<file path="src/sv/tcb_pkg.sv">
// Shared types and constants for the text console cell buffer.
// No dependencies; used by every module of the block but the checker.

package tcb_pkg;

  // Default geometry of the cell store
  localparam int ROWS_DEF = 256;
  localparam int COLS_DEF = 128;

  // Control characters
  localparam logic [7:0] CH_NUL       = 8'd0;
  localparam logic [7:0] CH_BACKSPACE = 8'd8;
  localparam logic [7:0] CH_NEWLINE   = 8'd10;
  localparam logic [7:0] CH_RETURN    = 8'd13;

  // Operation codes carried on in_tuser
  localparam logic OP_PUT  = 1'b0;
  localparam logic OP_READ = 1'b1;

  // Configuration register indexes and reset values
  localparam logic REG_VIS_COLS = 1'b0;
  localparam logic REG_VIS_ROWS = 1'b1;
  localparam logic [7:0] VIS_COLS_RST = 8'd100;
  localparam logic [8:0] VIS_ROWS_RST = 9'd37;

  localparam int IN_DATA_W  = 32;
  localparam int OUT_DATA_W = 40;

  // Class of an accepted beat, decided in the front
  typedef enum logic [2:0] {
    K_NOP,
    K_PRINT,
    K_NEWLINE,
    K_BACKSPACE,
    K_READ
  } kind_t;

  // One queued item
  typedef struct packed {
    kind_t       kind;
    logic [7:0]  chr;
    logic [1:0]  color;
    logic [7:0]  rd_row;
    logic [6:0]  rd_col;
  } item_t;

  // Configuration seen by the back end
  typedef struct packed {
    logic [7:0] vis_cols;
    logic [8:0] vis_rows;
  } cfg_t;

endpackage

</file>
<file path="src/sv/tcb_cfg.sv">
// APB-style register file for the visible window size.
// Depends on tcb_pkg for register indexes, reset values and cfg_t.

module tcb_cfg (
  input  logic             clk,
  input  logic             rst_n,
  input  logic             psel,
  input  logic             penable,
  input  logic             pwrite,
  input  logic [2:0]       paddr,
  input  logic [31:0]      pwdata,
  output logic [31:0]      prdata,
  output logic             pready,
  output tcb_pkg::cfg_t    cfg
);

  logic [7:0] vis_cols_r;
  logic [8:0] vis_rows_r;
  logic       wr_en;

  assign pready = 1'b1;
  assign wr_en  = psel && penable && pwrite && pready;

  // Register writes; the word select is address bit 2
  always_ff @(posedge clk) begin
    if (!rst_n) begin
      vis_cols_r <= tcb_pkg::VIS_COLS_RST;
      vis_rows_r <= tcb_pkg::VIS_ROWS_RST;
    end else if (wr_en) begin
      if (paddr[2] == tcb_pkg::REG_VIS_COLS) begin
        vis_cols_r <= pwdata[7:0];
      end else begin
        vis_rows_r <= pwdata[8:0];
      end
    end
  end

  // Read back
  always_comb begin
    if (paddr[2] == tcb_pkg::REG_VIS_ROWS) begin
      prdata = {23'd0, vis_rows_r};
    end else begin
      prdata = {24'd0, vis_cols_r};
    end
  end

  assign cfg.vis_cols = vis_cols_r;
  assign cfg.vis_rows = vis_rows_r;

endmodule

</file>
<file path="config.mk">
export PLATFORM = sky130hd
export DESIGN_NAME = tcb_cfg
export DESIGN_NICKNAME = d
export VERILOG_FILES = /design/src/sv/tcb_pkg.sv /design/src/sv/tcb_cfg.sv
export SDC_FILE = /design/constraint.sdc
export NUM_CORES = 1
export LEC_CHECK = 0
export BUFFER_PORTS_ARGS = -buffer_cell sky130_fd_sc_hd__buf_2
export CAP_MARGIN = 20
export CORE_MARGIN = 2
export CORE_UTILIZATION = 41
export CTS_BUF_LIST = sky130_fd_sc_hd__clkbuf_2 sky130_fd_sc_hd__clkbuf_4 sky130_fd_sc_hd__clkbuf_8
export DETAILED_ROUTE_END_ITERATION = 10
export PLACE_DENSITY = 0.95
export SLEW_MARGIN = 15
export SYNTH_ARGS = -nofsm -noshare
export SYNTH_HDL_FRONTEND = slang
export SYNTH_SLANG_ARGS = --single-unit
</file>
<file path="constraint.sdc">
create_clock -name clk -period 1.9 [get_ports clk]
set_clock_uncertainty 0.1 [all_clocks]
set_input_delay 0.285 -clock clk [delete_from_list [all_inputs] [get_ports clk]]
set_output_delay 0.285 -clock clk [all_outputs]
set_load 0.02 [all_outputs]
</file>
## Yosys cells after proc, flatten, opt, wreduce, memory -nomap -nowiden

Index checks and enable logic that the tools add are counted.

| operators by class | value |
|---|---|
| muxes and demuxes | 1 |
| reduce and logical (&&, ||, !) cells | 4 |
| bitwise logic cells | 1 |

Operator list:

| operator | count |
|---|---|
| 2-to-1 mux 9 bit | 1 |
| AND reduction 2 bit | 2 |
| logical AND 1 bit | 2 |
| inverter 1 bit | 1 |

| word-level totals | value |
|---|---|
| register bits | 17 |

## Longest topological paths before layout

| depth | value |
|---|---|
| depth in word-level cells | 3 |
| mapped depth | 4 |
| mapped depth without buffers | 2 |

## Worst setup path before layout

No wires, ideal clock.

| path | value |
|---|---|
| path kind | input -> output |
| start | input paddr[2] |
| end | output prdata[0] |
| path buffers | 1 |
| setup slack | 0.735 ns |
| stages | 2 |
| arrival time | 0.780 ns |
| path through | buf_6 > mux2_2 |

| between the ends | value |
|---|---|
| word-level cells in the longest chain between the ends | 1 |

RTL lines:

| element | RTL line | source |
|---|---|---|
| start: declaration | tcb_cfg.sv:10 | `input logic [2:0] paddr,` |
| 2-to-1 mux 9 bit | tcb_cfg.sv:40 | `if (paddr[2] == tcb_pkg::REG_VIS_ROWS) begin` |
| end: declaration | tcb_cfg.sv:12 | `output logic [31:0] prdata,` |

Every way passes these cells.

## Worst setup path after layout

Ends and elaborated chain as after synthesis.

==> metrics.txt <==
# TYPE chip_impl_metric gauge
chip_impl_info{name="min-delay-path-class",value="input port to flop"} 1
chip_impl_metric{name="max_freq",unit="MHz"} 687
chip_impl_metric{name="row_count",unit=""} 18
chip_impl_metric{name="peak_ir_drop_on_the_vdd_network",unit="mV"} 0.370
chip_impl_info{name="clock_tree_from_tritoncts",value="yes"} 1
chip_impl_metric{name="drt-initial-drc-count",unit=""} 1
chip_impl_metric{name="cts_resized",unit=""} 0
chip_impl_metric{name="clock_tree.buffer_depth",unit=""} 2
chip_impl_metric{name="die-width",unit="um"} 53.7
chip_impl_metric{name="totalNegativeSetupSlack",unit="ns"} 0
chip_impl_metric{name="pre_cts_ws",unit="ns"} 0.433
chip_impl_metric{name="final_report_max_slew_violation_count",unit=""} 0
chip_impl_info{name="worst_hold_path.endpoint",value="vis_rows_r[8]"} 1
chip_impl_metric{name="initial_core_util",unit="%"} 42.1
chip_impl_metric{name="worst_setup_hold_path_clk_slew",unit="ns"} 0.10
chip_impl_metric{name="io_pins",unit=""} 90
chip_impl_metric{name="finish.instance_area",unit="mm2"} 0.00114
chip_impl_info{name="run_status",value="complete, no violations"} 1
chip_impl_metric{name="clock_power_share",unit="%"} 28.8
chip_impl_metric{name="cts_post_setup_buffers_inserted",unit=""} 0
chip_impl_metric{name="worst_hold_path.num_cells",unit=""} 3
chip_impl_info{name="worstSetupPathType",value="input port to output pin"} 1
chip_impl_metric{name="ant_nets",unit=""} 0
chip_impl_info{name="worstReg2RegStart",value="vis_cols_r[0]"} 1
chip_impl_metric{name="routed_wl",unit="mm"} 1.78
chip_impl_metric{name="grt_overflow_total",unit=""} 0
chip_impl_metric{name="clkLatencyLatePin",unit="ns"} 0.28
chip_impl_metric{name="synth-seq-area-share",unit="%"} 33.6
chip_impl_metric{name="p_per_area",unit="mW/mm2"} 625
chip_impl_metric{name="yosys.cell_types.count",unit=""} 14
chip_impl_metric{name="finalPower",unit="W"} 0.000714
chip_impl_metric{name="drt-wirelength-per-cell",unit="um"} 10.3
chip_impl_metric{name="antenna_found_initial",unit=""} 0
chip_impl_metric{name="grt_pass1_wl",unit="mm"} 2.58
chip_impl_metric{name="antenna-diode-count",unit=""} 0
chip_impl_metric{name="dr.pass1.iters",unit=""} 2
chip_impl_metric{name="cts_made_buffers",unit=""} 3
chip_impl_metric{name="synth_area",unit="mm2"} 0.00101
chip_impl_metric{name="die_h",unit="um"} 53.7
chip_impl_metric{name="comb_power_share",unit="%"} 19.4
chip_impl_metric{name="power.static_leakage",unit="nW"} 0.586
chip_impl_metric{name="gp_routability_congestion",unit=""} 0.598
chip_impl_metric{name="io_buffer_count",unit=""} 40
chip_impl_info{name="ctsRootBufferMaster",value="clkbuf_4"} 1
chip_impl_metric{name="total_count_of_hold_check_failures_in_the_final_report",unit=""} 0
chip_impl_info{name="rr_endpoint",value="vis_cols_r[0]"} 1
chip_impl_metric{name="nets",unit=""} 183
chip_impl_metric{name="clkSinkCount",unit=""} 17
chip_impl_info{name="rsz0062_at_grt",value="no"} 1
chip_impl_metric{name="seq_power_share",unit="%"} 51.8
chip_impl_metric{name="synth-seq-cells",unit=""} 17
chip_impl_metric{name="timing.reg2reg.setup_slack",unit="ns"} 1.17
chip_impl_metric{name="synthesis.yosys.warnings",unit=""} 0
chip_impl_metric{name="detail_route.vias_per_cell",unit=""} 4.27
chip_impl_metric{name="setup_viol",unit=""} 0
chip_impl_metric{name="syn-mean-instance-area",unit="um2"} 9.65
chip_impl_metric{name="fin_crit",unit="ns"} 1.46
chip_impl_metric{name="grt_util_all_layers",unit="%"} 12.6
chip_impl_metric{name="internal_power",unit="W"} 0.000502
chip_impl_metric{name="syn2layout_area_growth",unit="%"} 12.7
chip_impl_metric{name="drive_above_1_share",unit="%"} 39.4
chip_impl_metric{name="worst_hold_slack",unit="ns"} 0.142
chip_impl_metric{name="synthCells",unit=""} 105
chip_impl_metric{name="grt_start_max_net_pins",unit=""} 29
chip_impl_metric{name="cts_hold_repair_buffers",unit=""} 0
chip_impl_metric{name="drcViolationCount",unit=""} 0
chip_impl_metric{name="swShare",unit="%"} 29.7
chip_impl_metric{name="r2r.worst_path.cells",unit=""} 2
chip_impl_metric{name="first_global_vias",unit=""} 586
chip_impl_info{name="layout_commonest_cell",value="buf_2"} 1
chip_impl_info{name="worst_setup_path_end_kind",value="output pin"} 1
chip_impl_info{name="min_from",value="pwdata[8]"} 1
chip_impl_metric{name="place_hpwl",unit="mm"} 1.36
chip_impl_info{name="startpoint",value="paddr[2]"} 1
chip_impl_metric{name="postLayoutSetupSlackWorst",unit="ns"} 0.445
chip_impl_metric{name="die_area",unit="mm2"} 0.00289
chip_impl_metric{name="cap_viol_max_count",unit=""} 0
chip_impl_metric{name="cts-htree-levels",unit=""} 1
chip_impl_metric{name="maximum_fanout_count_along_the_critical_path",unit=""} 12
chip_impl_metric{name="core_area",unit="mm2"} 0.00241
chip_impl_info{name="layout_common_cells",value="buf_2, conb_1, nand2_1, mux2i_1, dfxtp_1"} 1
chip_impl_metric{name="final_critical_path_share_of_the_clock_period",unit="%"} 76.6
chip_impl_info{name="setup.worst_path.start_class",value="input port"} 1
chip_impl_metric{name="power.switching",unit="W"} 0.000212
chip_impl_metric{name="worst-endpoint-arrival",unit="ns"} 1.07
chip_impl_metric{name="worst_ep_required_time",unit="ns"} 1.51
chip_impl_metric{name="post_dp_cell_area",unit="mm2"} 0.00111
chip_impl_metric{name="route.vias.total",unit=""} 735
[synth_stat cells]
master | count | area share (%)
buf_4 | 24 | 18
nand2_1 | 18 | 6.7
dfxtp_1 | 17 | 34
mux2i_1 | 17 | 17
nor2b_1 | 10 | 6.2
mux2_2 | 8 | 8.9
buf_2 | 3 | 1.5
conb_1 | 2 | 0.74
and2_2 | 1 | 0.74
and4_4 | 1 | 1.1
and4b_2 | 1 | 1.1
buf_6 | 1 | 1.1
buf_8 | 1 | 1.5
nand4b_4 | 1 | 2.3
[power by group through the flow]
stage,Combinational (W),Clock (W),Sequential [W]
floorplan,0.000135,0,0.000387
finish,0.000139,0.000205,0.000369
global route,0.000152,0.000240,0.000371
CTS,0.000139,0.000219,0.000370
global placement,0.000137,0,0.000377
detailed placement,0.000139,0,0.000378
[layer usage]
layer,vias to the layer above,share of wire [%],GRT usage [%]
met5,-,0,0
met4,0,0,2.56
met2,26,51,22.6
met1,342,42,14.8
met3,0,6.5,3.33
li1,367,-,-
[how the worst max path moves through the flow]
stage	slack, ns	cells after the start	to
after floorplan	0.73	2	prdata[0]
after global placement	0.45	3	prdata[3]
after detailed placement	0.43	3	prdata[0]
after CTS	0.43	3	prdata[0]
after global routing	0.40	3	prdata[0]
final	0.44	3	prdata[0]
[logic make-up after synthesis]
family | count (synthesis) | synth area share, %
and+or+nand+nor | 32 | 18.1
muxes | 25 | 25.7
DFF | 17 | 33.6
buffers and inverters | 29 | 21.9
other | 2 | 0.741
[registers in the layout, summed over array words and instances, names as in the netlist]
register	flops
vis_cols_r	8
vis_rows_r	9
[worst max-delay path: stages]
cell	delay, ns
buf_2	0.25
mux2_2	0.37
buf_2	0.16
[per-stage QoR]
stage	std cells	utilization [%]
final	172	47.4
after global routing	172	47.4
after CTS	172	47.4
after detailed placement	168	46.2
after global placement	168	46.2
after floorplan	127	-
[final cells by class]
cell class              count  area [um2]
clock buffers               4        30.0
fillers                   263        1270
multi-input cells          81         534
flip-flops and latches     17         340
well taps                  30        37.5
repair buffers             40         200
(Power assumes the default switching activity.)
