==> src/sv/tcb_pkg.sv <==
// Shared types and constants for the text console cell buffer.
// No dependencies; used by every module of the block but the checker.

package tcb_pkg;

  // Default geometry of the cell store
  localparam int ROWS_DEF = 256;
  localparam int COLS_DEF = 128;

  // Control characters
  localparam logic [7:0] CH_NUL       = 8'd0;
  localparam logic [7:0] CH_BACKSPACE = 8'd8;
  localparam logic [7:0] CH_NEWLINE   = 8'd10;
  localparam logic [7:0] CH_RETURN    = 8'd13;

  // Operation codes carried on in_tuser
  localparam logic OP_PUT  = 1'b0;
  localparam logic OP_READ = 1'b1;

  // Configuration register indexes and reset values
  localparam logic REG_VIS_COLS = 1'b0;
  localparam logic REG_VIS_ROWS = 1'b1;
  localparam logic [7:0] VIS_COLS_RST = 8'd100;
  localparam logic [8:0] VIS_ROWS_RST = 9'd37;

  localparam int IN_DATA_W  = 32;
  localparam int OUT_DATA_W = 40;

  // Class of an accepted beat, decided in the front
  typedef enum logic [2:0] {
    K_NOP,
    K_PRINT,
    K_NEWLINE,
    K_BACKSPACE,
    K_READ
  } kind_t;

  // One queued item
  typedef struct packed {
    kind_t       kind;
    logic [7:0]  chr;
    logic [1:0]  color;
    logic [7:0]  rd_row;
    logic [6:0]  rd_col;
  } item_t;

  // Configuration seen by the back end
  typedef struct packed {
    logic [7:0] vis_cols;
    logic [8:0] vis_rows;
  } cfg_t;

endpackage

==> src/sv/tcb_front.sv <==
// Front end: accepts input beats, classifies them and queues them.
// Depends on tcb_pkg for kind_t and item_t.

module tcb_front (
  input  logic                           clk,
  input  logic                           rst_n,
  input  logic                           in_valid,
  output logic                           in_ready,
  input  logic                           in_user,
  input  logic [tcb_pkg::IN_DATA_W-1:0]  in_data,
  output logic                           q_valid,
  input  logic                           q_pop,
  output tcb_pkg::item_t                 q_item
);

  tcb_pkg::item_t queue_r [2];
  logic           wp_r;
  logic           rp_r;
  logic [1:0]     cnt_r;
  logic [1:0]     cnt_nxt;
  logic           push;
  tcb_pkg::item_t ent;

  // Classify the incoming beat
  always_comb begin
    ent.chr    = in_data[7:0];
    ent.color  = in_data[9:8];
    ent.rd_row = in_data[17:10];
    ent.rd_col = in_data[24:18];
    if (in_user == tcb_pkg::OP_READ) begin
      ent.kind = tcb_pkg::K_READ;
    end else begin
      case (in_data[7:0])
        tcb_pkg::CH_NUL:       ent.kind = tcb_pkg::K_NOP;
        tcb_pkg::CH_RETURN:    ent.kind = tcb_pkg::K_NOP;
        tcb_pkg::CH_NEWLINE:   ent.kind = tcb_pkg::K_NEWLINE;
        tcb_pkg::CH_BACKSPACE: ent.kind = tcb_pkg::K_BACKSPACE;
        default:               ent.kind = tcb_pkg::K_PRINT;
      endcase
    end
  end

  assign in_ready = (cnt_r != 2'd2);
  assign push     = in_valid && in_ready;
  assign q_valid  = (cnt_r != 2'd0);
  assign q_item   = queue_r[rp_r];

  always_comb begin
    cnt_nxt = cnt_r;
    if (push && !q_pop) begin
      cnt_nxt = cnt_r + 2'd1;
    end else if (!push && q_pop) begin
      cnt_nxt = cnt_r - 2'd1;
    end
  end

  // Two-entry queue pointers
  always_ff @(posedge clk) begin
    if (!rst_n) begin
      wp_r  <= 1'b0;
      rp_r  <= 1'b0;
      cnt_r <= 2'd0;
    end else begin
      cnt_r <= cnt_nxt;
      if (push) begin
        wp_r <= ~wp_r;
      end
      if (q_pop) begin
        rp_r <= ~rp_r;
      end
    end
  end

  // Queue storage
  always_ff @(posedge clk) begin
    if (push) begin
      queue_r[wp_r] <= ent;
    end
  end

endmodule

==> config.mk <==
export PLATFORM = sky130hd
export DESIGN_NAME = tcb_front
export DESIGN_NICKNAME = d
export VERILOG_FILES = /design/src/sv/tcb_pkg.sv /design/src/sv/tcb_front.sv
export SDC_FILE = /design/constraint.sdc
export NUM_CORES = 1
export LEC_CHECK = 0
export BUFFER_PORTS_ARGS = -buffer_cell sky130_fd_sc_hd__buf_2
export CAP_MARGIN = 20
export CORE_MARGIN = 4
export CORE_UTILIZATION = 55
export CTS_CLUSTER_SIZE = 16
export DETAILED_ROUTE_END_ITERATION = 8
export GPL_TIMING_DRIVEN = 0
export PLACE_DENSITY = 0.88
export SYNTH_ARGS = -nofsm -noshare
export SYNTH_HDL_FRONTEND = slang
export SYNTH_SLANG_ARGS = --single-unit
==> constraint.sdc <==
create_clock -name clk -period 2.4 [get_ports clk]
set_input_delay 0.12 -clock clk [delete_from_list [all_inputs] [get_ports clk]]
set_output_delay 0.12 -clock clk [all_outputs]
set_load 0.01 [all_outputs]
Word level (Yosys, flattened, before mapping)
Memory sizes are Yosys's and may differ from the RTL's. A register that Yosys moved wholly into a read port is not among the register bits.
Cells that the tools add are included.
{ "word_totals": {"reg_bits": 4, "mem_bits_rw": 56, "in_bits": 37, "output_inout_bits": 30, "word_cells": 29, "n_memories": 1} }
{ "mem_list": {"columns": ["name", "depth", "width", "read_ports", "rd_clocked_by_memory_dff", "wr", "line", "text"], "rows": [
  ["queue_r", 2, 28, 1, 1, 1, "tcb_front.sv:16", "tcb_pkg::item_t queue_r [2];"]
]} }
{ "classes": {"n_addsub": 2, "n_eq_ne": 4, "muxes": 8, "n_bitwise": 2, "reduce_logical": 9} }
{ "ops": {"columns": ["operator", "count"], "rows": [
  ["8-bit by 4-bit == test with 1-bit output, second input constant", 3],
  ["8-bit logical NOT", 1],
  ["2-bit one-hot mux with 3 select lines", 1],
  ["1-bit two-way mux", 4],
  ["2-bit two-way mux", 2],
  ["2-bit nonzero test", 2],
  ["1-bit logical AND", 3],
  ["3-bit two-way mux", 1],
  ["2-bit by 1-bit adder with 2-bit output, second input constant", 1],
  ["1-bit logical NOT", 2],
  ["2-bit inequality test, second input constant", 1],
  ["1-bit NOT", 2],
  ["2-bit OR reduction", 1],
  ["2-bit by 1-bit subtractor with 2-bit output, second input constant", 1]
]} }

Logic depth before layout (Yosys ltp)
{ "logic_depth": {"ltp_word": 6, "depth_mapped": 6, "ltp_nobuf": 6} }

Worst setup path after synthesis
Ideal clock, no wire load.
{ "synth_path": {"path_type": "flip-flop to flip-flop", "from": "reg cnt_r[0]", "to": "mem queue_r[1][0] in the netlist's numbering (enable)", "setup_ps": 387, "t_arrival_ps": 1294, "required_time_ps": 2013, "slack_ps": 718, "path_stages_with_launch": 3, "path_buffers": 0, "period_less_slack_ps": 1682, "cell_sequence": "dfxtp_1 -> nand2b_4 -> and3_1"} }
{ "synth_between": {"elab_chain_cells": 4} }
{ "synth_rtl": {"columns": ["item", "line", "text"], "rows": [
  ["start: declaration", "tcb_front.sv:19", "logic [1:0] cnt_r;"],
  ["start signal: assignment", "tcb_front.sv:64", "cnt_r <= cnt_nxt;"],
  ["2-bit inequality test", "tcb_front.sv:43", "assign in_ready = (cnt_r != 2'd2);"],
  ["named net in_ready", "tcb_front.sv:8", "output logic in_ready,"],
  ["1-bit logical AND", "tcb_front.sv:44", "assign push = in_valid && in_ready;"],
  ["1-bit two-way mux", "tcb_front.sv:76", "if (push) begin"],
  ["1-bit two-way mux (implied by the code)", "tcb_front.sv:77", "queue_r[wp_r] <= ent;"],
  ["end: declaration", "tcb_front.sv:16", null]
]} }
The timed path passes the listed nets, and every way through them passes these cells.

Worst setup path in the final report
{ "layout_path": {"from": "reg cnt_r[0]", "to": "mem queue_r[1][6] in the netlist's numbering (enable)"} }
{ "layout_between": {"elab_chain_cells": 4} }
{ "layout_rtl": {"columns": ["item", "line"], "rows": [
  ["2-bit inequality test", "tcb_front.sv:43"],
  ["1-bit logical AND", "tcb_front.sv:44"],
  ["1-bit two-way mux", "tcb_front.sv:76"],
  ["1-bit two-way mux (implied by the code)", "tcb_front.sv:77"]
]} }
Every way passes these cells.

==> results.json <==
{
  "status": "finished, final reports clean",
  "r2r_setup_slack_ns": 0.64,
  "dp_hpwl_mm": 2.941,
  "stdcell_area_um2": 3095,
  "cts_max_level": 3,
  "path_max_fanout": 16,
  "core-area_um2": 4029,
  "clockBufferDepth": 2,
  "vias": 1373,
  "numCtsBuffers": 9,
  "synthCells": 119,
  "whs_path_depth": 1,
  "drtIter0Drc": 59,
  "start_kind": "flip-flop",
  "tightest_slew_ns": 0.7620,
  "track_usage_pct": 17.70,
  "fin_crit_ns": 1.764,
  "slowest_stage": "and3_1",
  "synth_cell_types": 24,
  "hp-class": "in -> reg",
  "finalSetupViolations": 0,
  "io_pins": 67,
  "dieArea_um2": 5326,
  "first_pass_iters": 4,
  "power_density_nw_per_um2": 802.9,
  "hold_end": "queue_r[1][27]",
  "die_h_um": 72.98,
  "syn_area_um2": 2322,
  "r2r_cells": 3,
  "endpoint_kind": "flip-flop",
  "seq_area_frac_synth_pct": 76.72,
  "reg2reg_from": "cnt_r[0]",
  "ant_nets": 0,
  "gp_congestion": 0.6992,
  "tns_ns": 0,
  "cts-root-buf": "clkbuf_8",
  "slew_viol_final": 0,
  "avgSynthCellArea_um2": 19.51,
  "hold_violations": 0,
  "hp-start": "in_user",
  "crit_type": "reg -> reg",
  "cp.arrival_ns": 1.79,
  "clk_pin_slew_ns": 0.06,
  "cap_violations": 0,
  "cp_cell_sequence": "nand2b_4 > and3_1 > buf_16",
  "die_w_um": 72.98,
  "area_growth_pct": 33.30,
  "cts_sinks": 61,
  "slowest_delay_ns": 0.66,
  "ir_drop_uv": 514.8,
  "dpl-instance-area_um2": 2708,
  "numPortBuffers": 59,
  "fill_cells": 241,
  "drc_errors": 0,
  "antenna_found_initial": 0,
  "overflow": 0,
  "first_global_vias": 1427,
  "slew_headroom_pct": 49.20,
  "nNetsFinal": 250,
  "rsz0062_at_grt": "no",
  "synth_nets": 157,
  "layout-drive-gt1-share_pct": 49.31,
  "clock_skew_ns": 0.003947,
  "worstPathRequired_ns": 2.43,
  "whs_ns": 0.02083,
  "num_antenna_cells": 0,
  "num_rows": 23,
  "clk_latency_ns": 0.32,
  "leakagePower_nw": 1.210,
  "wire_per_inst_um": 15.94,
  "tritoncts": "done",
  "fin_crit_sh_pct": 73.52,
  "grt_pass1_wl_mm": 6.617,
  "cts_setup_buffers": 0,
  "max_freq_ghz": 0.5667,
  "vias_per_cell": 5.142,
  "worstReg2RegEnd": "queue_r[1][6]",
  "synth_seq_cells": 61,
  "yosysWarnings": 0,
  "start_util_pct": 57.64,
  "routed_wl_mm": 4.257,
  "grt_max_degree": 29
}
[placed cells by master, fill, tap and decap left out, types with 2 or more instances in the layout]
cell type | netlist | final
edfxtp_1 | 56 | 56
clkinv_2 | 0 | 2
xor2_1 | 2 | 2
and2_1 | 5 | 5
nor4_1 | 2 | 2
and4b_1 | 2 | 2
clkbuf_8 | 0 | 10
mux2_2 | 28 | 28
inv_1 | 2 | 2
buf_2 | 1 | 60
clkbuf_1 | 0 | 4
dlygate4sd3_1 | 0 | 21
buf_6 | 2 | 2
dfxtp_1 | 5 | 5
[cells by family after synthesis]
family / after synthesis / synth area share [%]
xor+xnor: 3 / 1.132
compound gates: 6 / 1.886
fa+ha+maj: 1 / 0.5387
flops: 61 / 76.72
buf+inv: 5 / 1.508
simple gates: 15 / 4.634
mux: 28 / 13.58
[Yosys cell counts]
cell	n	share of area (%)
a21boi_0	1	0.32
a21boi_1	1	0.32
mux2_2	28	14
nor4_1	2	0.54
and3_1	1	0.27
ha_1	1	0.54
dfxtp_1	5	4.3
inv_1	2	0.32
a21oi_1	1	0.22
nor2_1	1	0.16
edfxtp_1	56	72
buf_2	1	0.22
or3_1	1	0.27
xor2_1	2	0.75
nand2b_4	1	0.59
a211o_1	1	0.38
a21bo_2	1	0.43
o21ai_0	1	0.22
and2_1	5	1.3
and4b_1	2	0.86
nand3b_1	1	0.32
buf_6	2	0.97
or2_2	1	0.27
xnor2_1	1	0.38
[power by group]
group / leakage (nW) / switching [mW] / internal, mW
combinational: 0.562 / 0.213 / 0.218
clock: 0.0844 / 0.334 / 0.400
sequential: 0.564 / 0.0332 / 1.29
[per-stage QoR]
step | utilization [%] | total power [mW] | std cells | setup WS, ns
2_1_floorplan | - | 1.571 | 119 | 0.7182
3_3_place_gp | 66.52 | 1.706 | 228 | 0.4620
3_5_place_dp | 67.21 | 1.741 | 229 | 0.5252
4_1_cts | 76.46 | 2.506 | 266 | 0.5160
5_1_grt | 76.83 | 2.612 | 267 | 0.5319
6_report | 76.83 | 2.485 | 267 | 0.6355
[worst max path at each step]
stage / depth (start not counted) / startpoint / endpoint / slack [ns]
finish: 3 / cnt_r[0] / queue_r[1][6] / 0.64
global route: 3 / cnt_r[0] / queue_r[1][1] / 0.53
CTS: 3 / cnt_r[0] / queue_r[0][4] / 0.52
detailed placement: 3 / cnt_r[0] / queue_r[0][11] / 0.53
global placement: 2 / cnt_r[0] / queue_r[1][12] / 0.46
floorplan: 2 / cnt_r[0] / queue_r[1][0] / 0.72
[routing by layer]
metal | track usage [%] | wire (µm) | vias to the layer above
met5 | 0 | 0 | -
met4 | 10.04 | 100 | 0
met3 | 6.198 | 321 | 9
met2 | 30.19 | 2256 | 49
met1 | 18.89 | 1578 | 661
li1 | - | - | 654
[state kept, by name (all words and copies together) (netlist names), named ones only]
signal and flops:
wp_r 1, cnt_r 2, queue_r 56, rp_r 1
[critical path: cells and delay by family, from the launching register on]
family / cells / cell delay [ns]
buf+inv: 1 / 0.23
simple gates: 2 / 0.84
flops: 1 / 0.40
[timing repair]
item	in CTS	in global routing
hold buffers	21	0
hold endpoints to repair	42	0
resized for setup	0	0
[cell type report]
| type | instances | area [µm²] | share of cell area, % |
|---|---|---|---|
| plain buffers | 3 | 27.53 | 0.8892 |
| clock buffers | 14 | 152.6 | 4.931 |
| clock inverters | 2 | 10.01 | 0.3234 |
| inverters | 2 | 7.507 | 0.2425 |
| multi-input cells | 53 | 505.5 | 16.33 |
| flip-flops and latches | 61 | 1782 | 57.56 |
| well taps | 50 | 62.56 | 2.021 |
| repair buffers | 82 | 548.0 | 17.70 |
(Power assumes the default switching activity.)
